===== src/design/edq_pkg.sv =====
// Shared types, codes and default sizes for the earliest-deadline-first ready queue.
package edq_pkg;

  // Default sizes handed to the top level as parameter defaults.
  localparam int QueueDepthDef = 16;
  localparam int TaskIdBitsDef = 8;

  // Fixed port widths.
  localparam int CmdW   = 2;
  localparam int StatW  = 2;
  localparam int IdW    = 8;
  localparam int TimeW  = 32;
  localparam int ActW   = 5;
  localparam int TotalW = 16;

  typedef enum logic [CmdW-1:0] {
    CMD_RELEASE  = 2'd0,
    CMD_COMPLETE = 2'd1,
    CMD_OVERDUE  = 2'd2
  } cmd_t;

  typedef enum logic [StatW-1:0] {
    STAT_DONE = 2'd0,
    STAT_FULL = 2'd1,
    STAT_NONE = 2'd2
  } stat_t;

  typedef enum logic [2:0] {
    ST_IDLE,
    ST_DISPATCH,
    ST_WALK,
    ST_PUT,
    ST_FETCH,
    ST_REPORT
  } state_t;

endpackage


===== src/design/edq_ram.sv =====
// Generic single-write, single-read RAM with registered read data.
module edq_ram #(
  parameter int WIDTH = 8,
  parameter int DEPTH = 16
) (
  input  logic                     clk,
  input  logic                     wr_en,
  input  logic [$clog2(DEPTH)-1:0] wr_addr,
  input  logic [WIDTH-1:0]         wr_data,
  input  logic [$clog2(DEPTH)-1:0] rd_addr,
  output logic [WIDTH-1:0]         rd_data
);

  logic [WIDTH-1:0] mem_r [DEPTH];

  always_ff @(posedge clk) begin
    if (wr_en) begin
      mem_r[wr_addr] <= wr_data;
    end
    rd_data <= mem_r[rd_addr];
  end

endmodule


===== src/design/edf_deadline_queue.sv =====
// Top level of the earliest-deadline-first ready queue: sequencer, pointers and counters.
//
//   channel | ports                                   | handshake
//   --------+-----------------------------------------+------------------------------------
//   input   | in_cmd in_task_num in_release_time      | item taken when start=1 and busy=0
//           | in_abs_deadline in_now                  |
//   result  | out_status out_retired_* out_run_*      | item shown for one cycle while
//           | out_timer_period out_*_count            | out_valid=1, cannot be held off
//
// A complete, an overdue check, a rejected release or an undefined command steps through
// dispatch, fetch and report, and the result strobes after the report step. A release into
// a non-empty queue walks backward from the tail, one entry per cycle through the single
// queue RAM, then fetches and reports, with a put step first when every deadline was later.
// Reset clears the fill count, head pointer, totals and the sequencer; the queue RAM is not
// cleared, since only entries below the fill count are ever read. The receiver cannot stall.
module edf_deadline_queue #(
  parameter int QUEUE_DEPTH  = edq_pkg::QueueDepthDef,
  parameter int TASK_ID_BITS = edq_pkg::TaskIdBitsDef
) (
  input  logic                       clk,
  input  logic                       rst_n,

  input  logic                       start,
  output logic                       busy,
  input  logic [edq_pkg::CmdW-1:0]   in_cmd,
  input  logic [edq_pkg::IdW-1:0]    in_task_num,
  input  logic [edq_pkg::TimeW-1:0]  in_release_time,
  input  logic [edq_pkg::TimeW-1:0]  in_abs_deadline,
  input  logic [edq_pkg::TimeW-1:0]  in_now,

  output logic                       out_valid,
  output logic [edq_pkg::StatW-1:0]  out_status,
  output logic                       out_retired_valid,
  output logic                       out_retired_kind,
  output logic [edq_pkg::IdW-1:0]    out_retired_task,
  output logic [edq_pkg::TimeW-1:0]  out_retired_release,
  output logic [edq_pkg::TimeW-1:0]  out_retired_finish,
  output logic                       out_run_valid,
  output logic [edq_pkg::IdW-1:0]    out_run_task,
  output logic [edq_pkg::TimeW-1:0]  out_timer_period,
  output logic [edq_pkg::ActW-1:0]   out_active_count,
  output logic [edq_pkg::TotalW-1:0] out_complete_count,
  output logic [edq_pkg::TotalW-1:0] out_overdue_count
);

  localparam int PtrW  = $clog2(QUEUE_DEPTH);
  localparam int CntW  = $clog2(QUEUE_DEPTH + 1);
  localparam int SumW  = PtrW + 1;
  localparam int TimeW = edq_pkg::TimeW;
  localparam int EntW  = 2 * TimeW + TASK_ID_BITS;
  localparam logic [edq_pkg::TotalW-1:0] TotalMax = '1;

  // Queue entries are stored as {deadline, release, id}. The queue is a ring: the head
  // pointer marks the earliest deadline and the entries follow it in deadline order.

  edq_pkg::state_t state_r, state_nxt;

  logic [PtrW-1:0]  head_r, head_nxt;
  logic [CntW-1:0]  fill_r, fill_nxt;
  logic [PtrW-1:0]  cur_r, cur_nxt;
  logic [CntW-1:0]  rem_r, rem_nxt;

  logic [edq_pkg::CmdW-1:0] cmd_r;
  logic [TASK_ID_BITS-1:0]  id_r;
  logic [TimeW-1:0]         rel_r;
  logic [TimeW-1:0]         dl_r;
  logic [TimeW-1:0]         now_r;

  logic [edq_pkg::TotalW-1:0] done_cnt_r, done_cnt_nxt;
  logic [edq_pkg::TotalW-1:0] late_cnt_r, late_cnt_nxt;

  logic                       out_valid_r, out_valid_nxt;
  logic [edq_pkg::StatW-1:0]  status_r, status_nxt;
  logic                       ret_valid_r, ret_valid_nxt;
  logic                       ret_kind_r, ret_kind_nxt;
  logic [edq_pkg::IdW-1:0]    ret_task_r, ret_task_nxt;
  logic [TimeW-1:0]           ret_rel_r, ret_rel_nxt;
  logic [TimeW-1:0]           ret_fin_r, ret_fin_nxt;
  logic                       run_valid_r, run_valid_nxt;
  logic [edq_pkg::IdW-1:0]    run_task_r, run_task_nxt;
  logic [TimeW-1:0]           period_r, period_nxt;

  // RAM port controls.
  logic             wr_en;
  logic [PtrW-1:0]  wr_addr;
  logic [EntW-1:0]  wr_data;
  logic [PtrW-1:0]  rd_addr;
  logic [EntW-1:0]  rd_data;

  logic [TimeW-1:0]        rd_dl;
  logic [TimeW-1:0]        rd_rel;
  logic [TASK_ID_BITS-1:0] rd_id;
  logic [EntW-1:0]         new_entry;

  logic            accept;
  logic            empty_c;
  logic            full_c;
  logic            later_c;      // stored entry's deadline is later than the new one
  logic            overdue_c;    // head deadline strictly below now
  logic [PtrW-1:0] head_inc;
  logic [PtrW-1:0] cur_inc;
  logic [PtrW-1:0] cur_dec;
  logic [SumW-1:0] tail_sum;
  logic [SumW-1:0] tail_wrap;
  logic [PtrW-1:0] tail;

  assign accept    = start && (state_r == edq_pkg::ST_IDLE);
  assign busy      = (state_r != edq_pkg::ST_IDLE);

  assign rd_dl     = rd_data[EntW-1 -: TimeW];
  assign rd_rel    = rd_data[TASK_ID_BITS +: TimeW];
  assign rd_id     = rd_data[TASK_ID_BITS-1:0];
  assign new_entry = {dl_r, rel_r, id_r};

  assign empty_c   = (fill_r == '0);
  assign full_c    = (fill_r == CntW'(QUEUE_DEPTH));
  assign later_c   = (rd_dl > dl_r);
  assign overdue_c = (rd_dl < now_r);

  assign head_inc  = (head_r == PtrW'(QUEUE_DEPTH - 1)) ? '0 : head_r + 1'b1;
  assign cur_inc   = (cur_r == PtrW'(QUEUE_DEPTH - 1)) ? '0 : cur_r + 1'b1;
  assign cur_dec   = (cur_r == '0) ? PtrW'(QUEUE_DEPTH - 1) : cur_r - 1'b1;

  // Physical slot of the last queued entry: head plus fill minus one, wrapped once.
  assign tail_sum  = {1'b0, head_r} + SumW'(fill_r - 1'b1);
  assign tail_wrap = (tail_sum >= SumW'(QUEUE_DEPTH)) ? tail_sum - SumW'(QUEUE_DEPTH)
                                                      : tail_sum;
  assign tail      = tail_wrap[PtrW-1:0];

  edq_ram #(
    .WIDTH (EntW),
    .DEPTH (QUEUE_DEPTH)
  ) u_queue_ram (
    .clk     (clk),
    .wr_en   (wr_en),
    .wr_addr (wr_addr),
    .wr_data (wr_data),
    .rd_addr (rd_addr),
    .rd_data (rd_data)
  );

  // Next state.
  always_comb begin
    state_nxt = state_r;
    unique case (state_r)
      edq_pkg::ST_IDLE: begin
        if (accept) begin
          state_nxt = edq_pkg::ST_DISPATCH;
        end
      end
      edq_pkg::ST_DISPATCH: begin
        // Only a release into a queue that is neither empty nor full needs the walk.
        if (cmd_r == edq_pkg::CMD_RELEASE && !empty_c && !full_c) begin
          state_nxt = edq_pkg::ST_WALK;
        end else begin
          state_nxt = edq_pkg::ST_FETCH;
        end
      end
      edq_pkg::ST_WALK: begin
        if (!later_c) begin
          state_nxt = edq_pkg::ST_FETCH;
        end else if (rem_r == CntW'(1)) begin
          state_nxt = edq_pkg::ST_PUT;
        end
      end
      edq_pkg::ST_PUT:    state_nxt = edq_pkg::ST_FETCH;
      edq_pkg::ST_FETCH:  state_nxt = edq_pkg::ST_REPORT;
      edq_pkg::ST_REPORT: state_nxt = edq_pkg::ST_IDLE;
      default:            state_nxt = edq_pkg::ST_IDLE;
    endcase
  end

  // Datapath, RAM controls and result fields.
  always_comb begin
    head_nxt      = head_r;
    fill_nxt      = fill_r;
    cur_nxt       = cur_r;
    rem_nxt       = rem_r;
    done_cnt_nxt  = done_cnt_r;
    late_cnt_nxt  = late_cnt_r;
    out_valid_nxt = 1'b0;
    status_nxt    = status_r;
    ret_valid_nxt = ret_valid_r;
    ret_kind_nxt  = ret_kind_r;
    ret_task_nxt  = ret_task_r;
    ret_rel_nxt   = ret_rel_r;
    ret_fin_nxt   = ret_fin_r;
    run_valid_nxt = run_valid_r;
    run_task_nxt  = run_task_r;
    period_nxt    = period_r;
    wr_en         = 1'b0;
    wr_addr       = head_r;
    wr_data       = new_entry;
    rd_addr       = head_r;   // the head is read whenever nothing else needs the port

    unique case (state_r)
      edq_pkg::ST_IDLE: begin
        if (accept) begin
          status_nxt    = edq_pkg::STAT_DONE;
          ret_valid_nxt = 1'b0;
          ret_kind_nxt  = 1'b0;
          ret_task_nxt  = '0;
          ret_rel_nxt   = '0;
          ret_fin_nxt   = '0;
        end
      end

      edq_pkg::ST_DISPATCH: begin
        // rd_data holds the head entry here.
        unique case (cmd_r)
          edq_pkg::CMD_RELEASE: begin
            if (full_c) begin
              status_nxt = edq_pkg::STAT_FULL;
            end else if (empty_c) begin
              wr_en    = 1'b1;
              wr_addr  = head_r;
              fill_nxt = fill_r + 1'b1;
            end else begin
              rd_addr = tail;
              cur_nxt = tail;
              rem_nxt = fill_r;
            end
          end
          edq_pkg::CMD_COMPLETE, edq_pkg::CMD_OVERDUE: begin
            if (empty_c || (cmd_r == edq_pkg::CMD_OVERDUE && !overdue_c)) begin
              status_nxt = edq_pkg::STAT_NONE;
            end else begin
              ret_valid_nxt = 1'b1;
              ret_kind_nxt  = (cmd_r == edq_pkg::CMD_OVERDUE);
              ret_task_nxt  = edq_pkg::IdW'(rd_id);
              ret_rel_nxt   = rd_rel;
              ret_fin_nxt   = now_r;
              head_nxt      = head_inc;
              fill_nxt      = fill_r - 1'b1;
              if (cmd_r == edq_pkg::CMD_OVERDUE) begin
                if (late_cnt_r != TotalMax) begin
                  late_cnt_nxt = late_cnt_r + 1'b1;
                end
              end else if (done_cnt_r != TotalMax) begin
                done_cnt_nxt = done_cnt_r + 1'b1;
              end
            end
          end
          default: begin
            // An undefined command changes nothing and reports done.
          end
        endcase
      end

      edq_pkg::ST_WALK: begin
        // rd_data holds the entry at cur_r. A later deadline moves up one slot; otherwise
        // the new task lands just above it, which keeps equal deadlines in arrival order.
        wr_en   = 1'b1;
        wr_addr = cur_inc;
        if (later_c) begin
          wr_data = rd_data;
          if (rem_r != CntW'(1)) begin
            rd_addr = cur_dec;
            cur_nxt = cur_dec;
            rem_nxt = rem_r - 1'b1;
          end
        end else begin
          wr_data  = new_entry;
          fill_nxt = fill_r + 1'b1;
        end
      end

      edq_pkg::ST_PUT: begin
        // Every queued deadline was later: the new task becomes the head slot.
        wr_en    = 1'b1;
        wr_addr  = cur_r;
        fill_nxt = fill_r + 1'b1;
      end

      edq_pkg::ST_FETCH: begin
        rd_addr = head_r;
      end

      edq_pkg::ST_REPORT: begin
        out_valid_nxt = 1'b1;
        if (empty_c) begin
          run_valid_nxt = 1'b0;
          run_task_nxt  = '0;
          period_nxt    = '0;
        end else begin
          run_valid_nxt = 1'b1;
          run_task_nxt  = edq_pkg::IdW'(rd_id);
          period_nxt    = (rd_dl <= now_r) ? TimeW'(1) : rd_dl - now_r;
        end
      end

      default: begin
      end
    endcase
  end

  always_ff @(posedge clk) begin
    if (!rst_n) begin
      state_r     <= edq_pkg::ST_IDLE;
      head_r      <= '0;
      fill_r      <= '0;
      done_cnt_r  <= '0;
      late_cnt_r  <= '0;
      out_valid_r <= 1'b0;
    end else begin
      state_r     <= state_nxt;
      head_r      <= head_nxt;
      fill_r      <= fill_nxt;
      done_cnt_r  <= done_cnt_nxt;
      late_cnt_r  <= late_cnt_nxt;
      out_valid_r <= out_valid_nxt;
    end
  end

  always_ff @(posedge clk) begin
    if (accept) begin
      cmd_r <= in_cmd;
      id_r  <= TASK_ID_BITS'(in_task_num);
      rel_r <= in_release_time;
      dl_r  <= in_abs_deadline;
      now_r <= in_now;
    end
    cur_r       <= cur_nxt;
    rem_r       <= rem_nxt;
    status_r    <= status_nxt;
    ret_valid_r <= ret_valid_nxt;
    ret_kind_r  <= ret_kind_nxt;
    ret_task_r  <= ret_task_nxt;
    ret_rel_r   <= ret_rel_nxt;
    ret_fin_r   <= ret_fin_nxt;
    run_valid_r <= run_valid_nxt;
    run_task_r  <= run_task_nxt;
    period_r    <= period_nxt;
  end

  assign out_valid           = out_valid_r;
  assign out_status          = status_r;
  assign out_retired_valid   = ret_valid_r;
  assign out_retired_kind    = ret_kind_r;
  assign out_retired_task    = ret_task_r;
  assign out_retired_release = ret_rel_r;
  assign out_retired_finish  = ret_fin_r;
  assign out_run_valid       = run_valid_r;
  assign out_run_task        = run_task_r;
  assign out_timer_period    = period_r;
  assign out_active_count    = edq_pkg::ActW'(fill_r);
  assign out_complete_count  = done_cnt_r;
  assign out_overdue_count   = late_cnt_r;

  // The fill count never passes the queue depth.
  a_fill_bound: assert property (@(posedge clk) disable iff (!rst_n)
    fill_r <= CntW'(QUEUE_DEPTH))
    else $error("queue fill count exceeds depth");

  // A result strobe only follows the report step.
  a_strobe_src: assert property (@(posedge clk) disable iff (!rst_n)
    out_valid_r |-> $past(state_r == edq_pkg::ST_REPORT))
    else $error("result strobe without report step");

  // The backward walk always has at least one entry left to examine.
  a_walk_rem: assert property (@(posedge clk) disable iff (!rst_n)
    (state_r == edq_pkg::ST_WALK) |-> (rem_r != '0))
    else $error("insert walk ran past the head");

  // The running task is reported exactly when the queue is not empty.
  a_run_fill: assert property (@(posedge clk) disable iff (!rst_n)
    out_valid_r |-> (out_run_valid == (fill_r != '0)))
    else $error("run_valid disagrees with fill count");

  // A retirement always reports done status.
  a_ret_status: assert property (@(posedge clk) disable iff (!rst_n)
    (out_valid_r && out_retired_valid) |-> (out_status == edq_pkg::STAT_DONE))
    else $error("retired item with non-done status");

endmodule

===== config.mk =====
export PLATFORM = sky130hd
export DESIGN_NAME = edf_deadline_queue
export DESIGN_NICKNAME = d
export VERILOG_FILES = /design/src/design/edq_pkg.sv /design/src/design/edq_ram.sv /design/src/design/edf_deadline_queue.sv
export SDC_FILE = /design/constraint.sdc
export NUM_CORES = 2
export LEC_CHECK = 0
export ABC_AREA = 1
export BUFFER_PORTS_ARGS = -buffer_cell sky130_fd_sc_hd__buf_2
export CORE_ASPECT_RATIO = 1.2
export CORE_UTILIZATION = 61
export DETAILED_ROUTE_END_ITERATION = 8
export HOLD_SLACK_MARGIN = 0.06
export PLACE_DENSITY = 0.88
export SLEW_MARGIN = 25
export SYNTH_ARGS = -nofsm -noshare
export SYNTH_HDL_FRONTEND = slang
export SYNTH_SLANG_ARGS = --single-unit

===== constraint.sdc =====
create_clock -name clk -period 19.3 [get_ports clk]
set_input_delay 0.965 -clock clk [delete_from_list [all_inputs] [get_ports clk]]
set_output_delay 0.965 -clock clk [all_outputs]
set_load 0.005 [all_outputs]

Yosys cells after proc, flatten, opt, wreduce, memory -nomap -nowiden
Memories as Yosys holds them, arrays and structs flattened. A register that Yosys moved wholly into a read port is not among the register bits.
Cells that the tools add are included.
W data, S select, Z words.
{"block": "totals", "input_bits": 109, "reg_bits": 277, "out_inout_bits": 156, "ram_bits": 1152, "n_memories": 1}
{"memory": "u_queue_ram.mem_r", "words": 16, "word_bits": 72, "rd": 1, "rd_clocked_by_memory_dff": 1, "wr": 1, "line": "edq_ram.sv:14", "rtl": "logic [WIDTH-1:0] mem_r [DEPTH];"}
{"block": "classes", "order_cmp": 4, "n_mux": 68, "add_sub_neg": 11, "eq_ne": 30, "n_reduce_logical": 27, "bitwise_logic": 2}
{"operator": "$mux W32", "count": 5}
{"operator": "$mux W72", "count": 2}
{"operator": "$pmux W32 S2", "count": 2}
{"operator": "$mux W4", "count": 14}
{"operator": "$mux W5", "count": 9}
{"operator": "$add A16 B1 Y16 const B", "count": 2}
{"operator": "$gt A32 B32 Y1", "count": 1}
{"operator": "$le A32 B32 Y1", "count": 1}
{"operator": "$lt A32 B32 Y1", "count": 1}
{"operator": "$ne A16 B16 Y1 const B", "count": 2}
{"operator": "$sub A32 B32 Y32", "count": 1}
{"operator": "$mux W8", "count": 3}
{"operator": "$pmux W4 S2", "count": 3}
{"operator": "$ne A3 B3 Y1 const B", "count": 7}
{"operator": "$pmux W5 S2", "count": 2}
{"operator": "$ne A2 B2 Y1 const B", "count": 9}
{"operator": "$pmux W8 S2", "count": 1}
{"operator": "$pmux W3 S5", "count": 1}
{"operator": "$pmux W5 S3", "count": 1}
{"operator": "$reduce_and A5 Y1", "count": 3}
{"operator": "$mux W1", "count": 13}
{"operator": "$mux W3", "count": 4}
{"operator": "$reduce_and A6 Y1", "count": 2}
{"operator": "$sub A5 B1 Y5 const B", "count": 2}
{"operator": "other kinds (31)", "count": 51}

Longest topological paths before layout
{"block": "logic_depth", "ltp_word": 8, "depth_mapped": 27, "ltp_nobuf": 23}

Modules after synthesis
Synthesis repeated with hierarchy kept, for this count alone.
{"block": "hier_totals", "cells_unflattened": 6310, "area_unflattened_um2": 65389.0}
{"module": "edq_ram", "cells_per_inst": 4731, "area_each_um2": 50772.4, "instances": 1}
{"module": "edf_deadline_queue", "cells_per_inst": 1579, "area_each_um2": 14616.5, "instances": 1}

Worst setup path after synthesis
Ideal clock, no wire load.
{"block": "synth_timing", "path_type": "input-to-reg", "start": "in start", "end": "reg ret_fin_r[0], in the netlist out_retired_finish[0], enable pin", "setup_ns": 0.428, "setup_slack_ns": 11.292, "arrival_time_ns": 7.581, "path_buffers": 0, "path_stages": 4, "path_cell_list": "inv_1 -> nor2_1 -> o21ai_0 -> inv_1"}
{"block": "synth_between", "elab_chain_cells": 3}
{"element": "from (decl)", "line": "edf_deadline_queue.sv:23", "rtl": "input logic start,"}
{"element": "$logic_and A1 B1 Y1", "line": "edf_deadline_queue.sv:107", "rtl": "assign accept = start && (state_r == edq_pkg::ST_IDLE);"}
{"element": "named net accept", "line": "edf_deadline_queue.sv:95", "rtl": "logic accept;"}
{"element": "$ne A2 B2 Y1 (no source line)"}
{"element": "$reduce_and A4 Y1 (no source line)"}
{"element": "to (signal assigned)", "line": "edf_deadline_queue.sv:330", "rtl": "ret_fin_r <= ret_fin_nxt;"}
{"element": "to (decl)", "line": "edf_deadline_queue.sv:78", "rtl": "logic [TimeW-1:0] ret_fin_r, ret_fin_nxt;"}
The timed path passes the listed nets, and every way through them passes these cells.
A chain may end at the register's enable or synchronous reset.

Worst setup path after layout
{"block": "layout_timing", "start": "reg dl_r[23]", "end": "reg u_queue_ram.rd_data[8], read port of u_queue_ram.mem_r"}
{"block": "layout_between", "elab_chain_cells": 3}
{"element": "from (decl)", "line": "edf_deadline_queue.sv:66", "rtl": "logic [TimeW-1:0] dl_r;"}
{"element": "from (signal assigned)", "line": "edf_deadline_queue.sv:320", "rtl": "dl_r <= in_abs_deadline;"}
{"element": "$gt A32 B32 Y1", "line": "edf_deadline_queue.sv:117", "rtl": "assign later_c = (rd_dl > dl_r);"}
{"element": "$mux W4", "line": "edf_deadline_queue.sv:255", "rtl": "if (later_c) begin"}
{"element": "$pmux W4 S2", "line": "edf_deadline_queue.sv:196", "rtl": "unique case (state_r)"}
{"element": "to (decl)", "line": "edq_ram.sv:11", "rtl": "output logic [WIDTH-1:0] rd_data"}
No other way between the ends.

==> impl_metrics.ini <==
[sta]
worst_pin_slew_ps = 1430
fin_tns_setup_ps = 0
max_slew_margin = 0.0438
hold_violations = 0
slew_violations = 0
rsz0062_at_grt = false
period_share = 0.337
fin_skew_ps = 34.5
timing.hold.ws_ps = 370
final-setup-viol-count = 0
period_minus_slack_ps = 6510
max_freq_ghz = 0.154

[synthesis]
synthArstFlopShare = 0
yosysWarnings = 0
avgSynthCellArea_um2 = 10.0
syn_nets = 6949
synth_edf_count = 1384
ys.flop_type = edfxtp_1
synth_seq_cells = 1501
syn-instance-count = 6759
syn-cell-area_um2 = 67800
synth_cell_types = 54
ys_seq_area_frac = 0.647

[route]
dr.first_iter.drc_count = 7215
wirelength_um = 181000
drc = 0
first_pass_iters = 9
ant_nets = 0
vias = 50300
viasPerCell = 5.92
avgRoutedWirePerCell_um = 21.3

[worst_setup_path]
crit_path_start_kind = register
crit_family = simple AND/OR/NAND/NOR gates
cp_slowest_cell = nand3_4
path_class = register to register
required_ps = 19950
reg2reg_setup_slack_ps = 12790
crit_buf_inv = 3
path_cells = inv_1 > ha_1 > nand2_1 > nor2_1 > nand3b_1 > nor3b_2 > nand4_2 > nand3_4 > nand3_4 > nand3_4 > buf_4 > buf_4 > nand2_1 > nand2_1 > nand2_1 > nand3_1 > nand2_1 > nand2_1 > nand2_1
worstPathArrival_ps = 7150
cp_max_fo = 95
max_stage_delay_ps = 960
critPathCaptureType = register
path_common_cell = nand2_1

[die]
die_area_um2 = 113000
rows = 133
die_h_um = 367
start_util = 0.618
coreArea_um2 = 110000
die_x_um = 306
io_pins = 265

[clock_tree]
cts-htree-levels = 4
max-clock-path-buffers = 3
cts-root-buf = clkbuf_16
clk-insertion-delay-late_ps = 780
cts_tree = built
ctsResizeCount = 0
post-cts-setup-buffers = 0
cts_made_buffers = 145
clkTransAtPathRegs_ps = 60
hold_buffers = 0
clkSinkCount = 1501

[global_route]
grt_start_max_net_pins = 219
grt_pass1_wl_um = 272000
grt_usage = 0.317
grt_antenna_before_repair = 7
grt_pass1_vias = 49100
overflow = 0

[finish]
drive_gt1_frac = 0.0922
fillers = 7161
layout.area.seq_um2 = 43900
syn2layout_area_growth_pct = 10.6
nets = 7145
fin_util = 0.683
multi_input_area_um2 = 18500

[placement]
globalplace.congestion = 0.944
io_buffers = 264
hpwl_um = 94600

[run]
max-cap-violations = 0

[pwr]
powerDensity_nw_per_um2 = 117
power.total_mw = 8.77
ir_drop_uv = 88.5
p_leak_nw = 32.7

[run_status]
outcome = complete, no violations

[min_path]
hold_class = input port to register
## metal layers
metal	share of wire	vias to the layer above	routed length (µm)	GRT usage
met1	0.34	23400	61500	0.396
met3	0.13	758	23500	0.0707
met4	0.055	4	9860	0.180
met2	0.47	3781	85700	0.512
met5	0.00015	-	27	0
li1	-	22300	-	-
## area by class of cell
cell class / instances / share of cell area
repair buffers: 383 / 0.0305
clock buffers: 207 / 0.0547
flip-flops and latches: 1501 / 0.585
well taps: 1417 / 0.0236
clock inverters: 58 / 0.00754
inverters: 1026 / 0.0516
multi-input cells: 3898 / 0.247
diodes: 5 / 0.000167
## registers in the layout, indices dropped and copies added, names as in the netlist, 5 cells and up
register	cells
out_retired_task	8
out_timer_period	32
id_r	8
out_active_count	5
rel_r	32
out_retired_finish	32
now_r	32
dl_r	32
u_queue_ram.mem_r	1152
out_complete_count	16
rem_r	5
u_queue_ram.rd_data	72
out_overdue_count	16
out_run_task	8
out_retired_release	32
## cell usage after synthesis (all sizes together) (2+ instances only)
master	n	area (µm²)
a211oi	4	30.0
a21boi	3	22.5
a21o	5	37.5
a21oi	102	510
a31oi	8	50.1
buf	172	1210
clkbuf	162	608
dfxtp	117	2340
edfxtp	1384	41600
fa	2	40.0
ha	79	988
inv	1025	3850
nand2	2346	8810
nand3	541	2730
nand3b	363	2730
nand4	14	93.8
nor2	180	707
nor3	29	150
nor3b	7	57.6
nor4	8	50.1
o211ai	3	22.5
o21a	13	97.6
o21ai	133	666
o21bai	9	67.6
o221ai	2	17.5
o22ai	2	18.8
or2	8	50.1
xnor2	4	35.0
xor2	26	228
## where the power goes
group | switching (mW) | total, mW | internal (mW)
combinational | 1.41 | 1.99 | 0.582
clock | 1.22 | 2.80 | 1.59
sequential | 0.127 | 3.97 | 3.85
total | 2.76 | 8.77 | 6.01
## per-stage QoR
stage          cells  instance area (µm²)  worst slack [ps]
6_report        8495                75000             12790
5_1_grt         8493                75000             12470
4_1_cts         8489                74900             12890
3_5_place_dp    8224                70300             13000
3_3_place_gp    8224                70200             13200
2_1_floorplan   6759                67800             11290
## kinds of logic after synthesis
| kind of cell | count (synthesis) | synth area share |
|---|---|---|
| xor gates and xnor gates | 30 | 0.00387 |
| buffers and inverters | 1360 | 0.0837 |
| AOI/OAI and AO/OA | 290 | 0.0235 |
| DFF | 1501 | 0.647 |
| and+or+nand+nor | 3497 | 0.227 |
| adders and majority gates | 81 | 0.0152 |
## worst paths after layout
path / to / start / cells after the start
worst max-delay path: u_queue_ram.rd_data[8]$_DFF_P_ / dl_r[23]$_DFFE_PP_ / 19
worst min-delay path: dl_r[8]$_DFFE_PP_ / in_abs_deadline[8] / 1
worst max register to register: u_queue_ram.rd_data[8]$_DFF_P_ / dl_r[23]$_DFFE_PP_ / 19
worst min register to register: out_overdue_count[3]$_SDFFE_PN0P_ / out_overdue_count[3]$_SDFFE_PN0P_ / 2
## layout by cell type (no fill, tap or decap), drive strengths merged, types with 5 or more instances in the layout
cell type     n
nor3b         7
nand3       541
xor2         26
clkinv       40
nor2        180
clkbuf      207
o21bai        9
inv        1032
or2           8
nand3b      363
nor3         29
a21o          5
nand2      2346
edfxtp     1384
o21a         13
o21ai       133
diode         5
a31oi         8
nor4          8
buf         383
nand4        14
dfxtp       117
ha           79
a21oi       102
clkinvlp      5
bufinv        7
## worst register-to-register path, delay by kind of cell, from the launching register on
kind | cells | cell delay [ps]
buffers and inverters | 3 | 2010
and+or+nand+nor | 15 | 3770
adders and majority gates | 1 | 300
DFF | 1 | 320
Power figures use the tool's default switching activity.
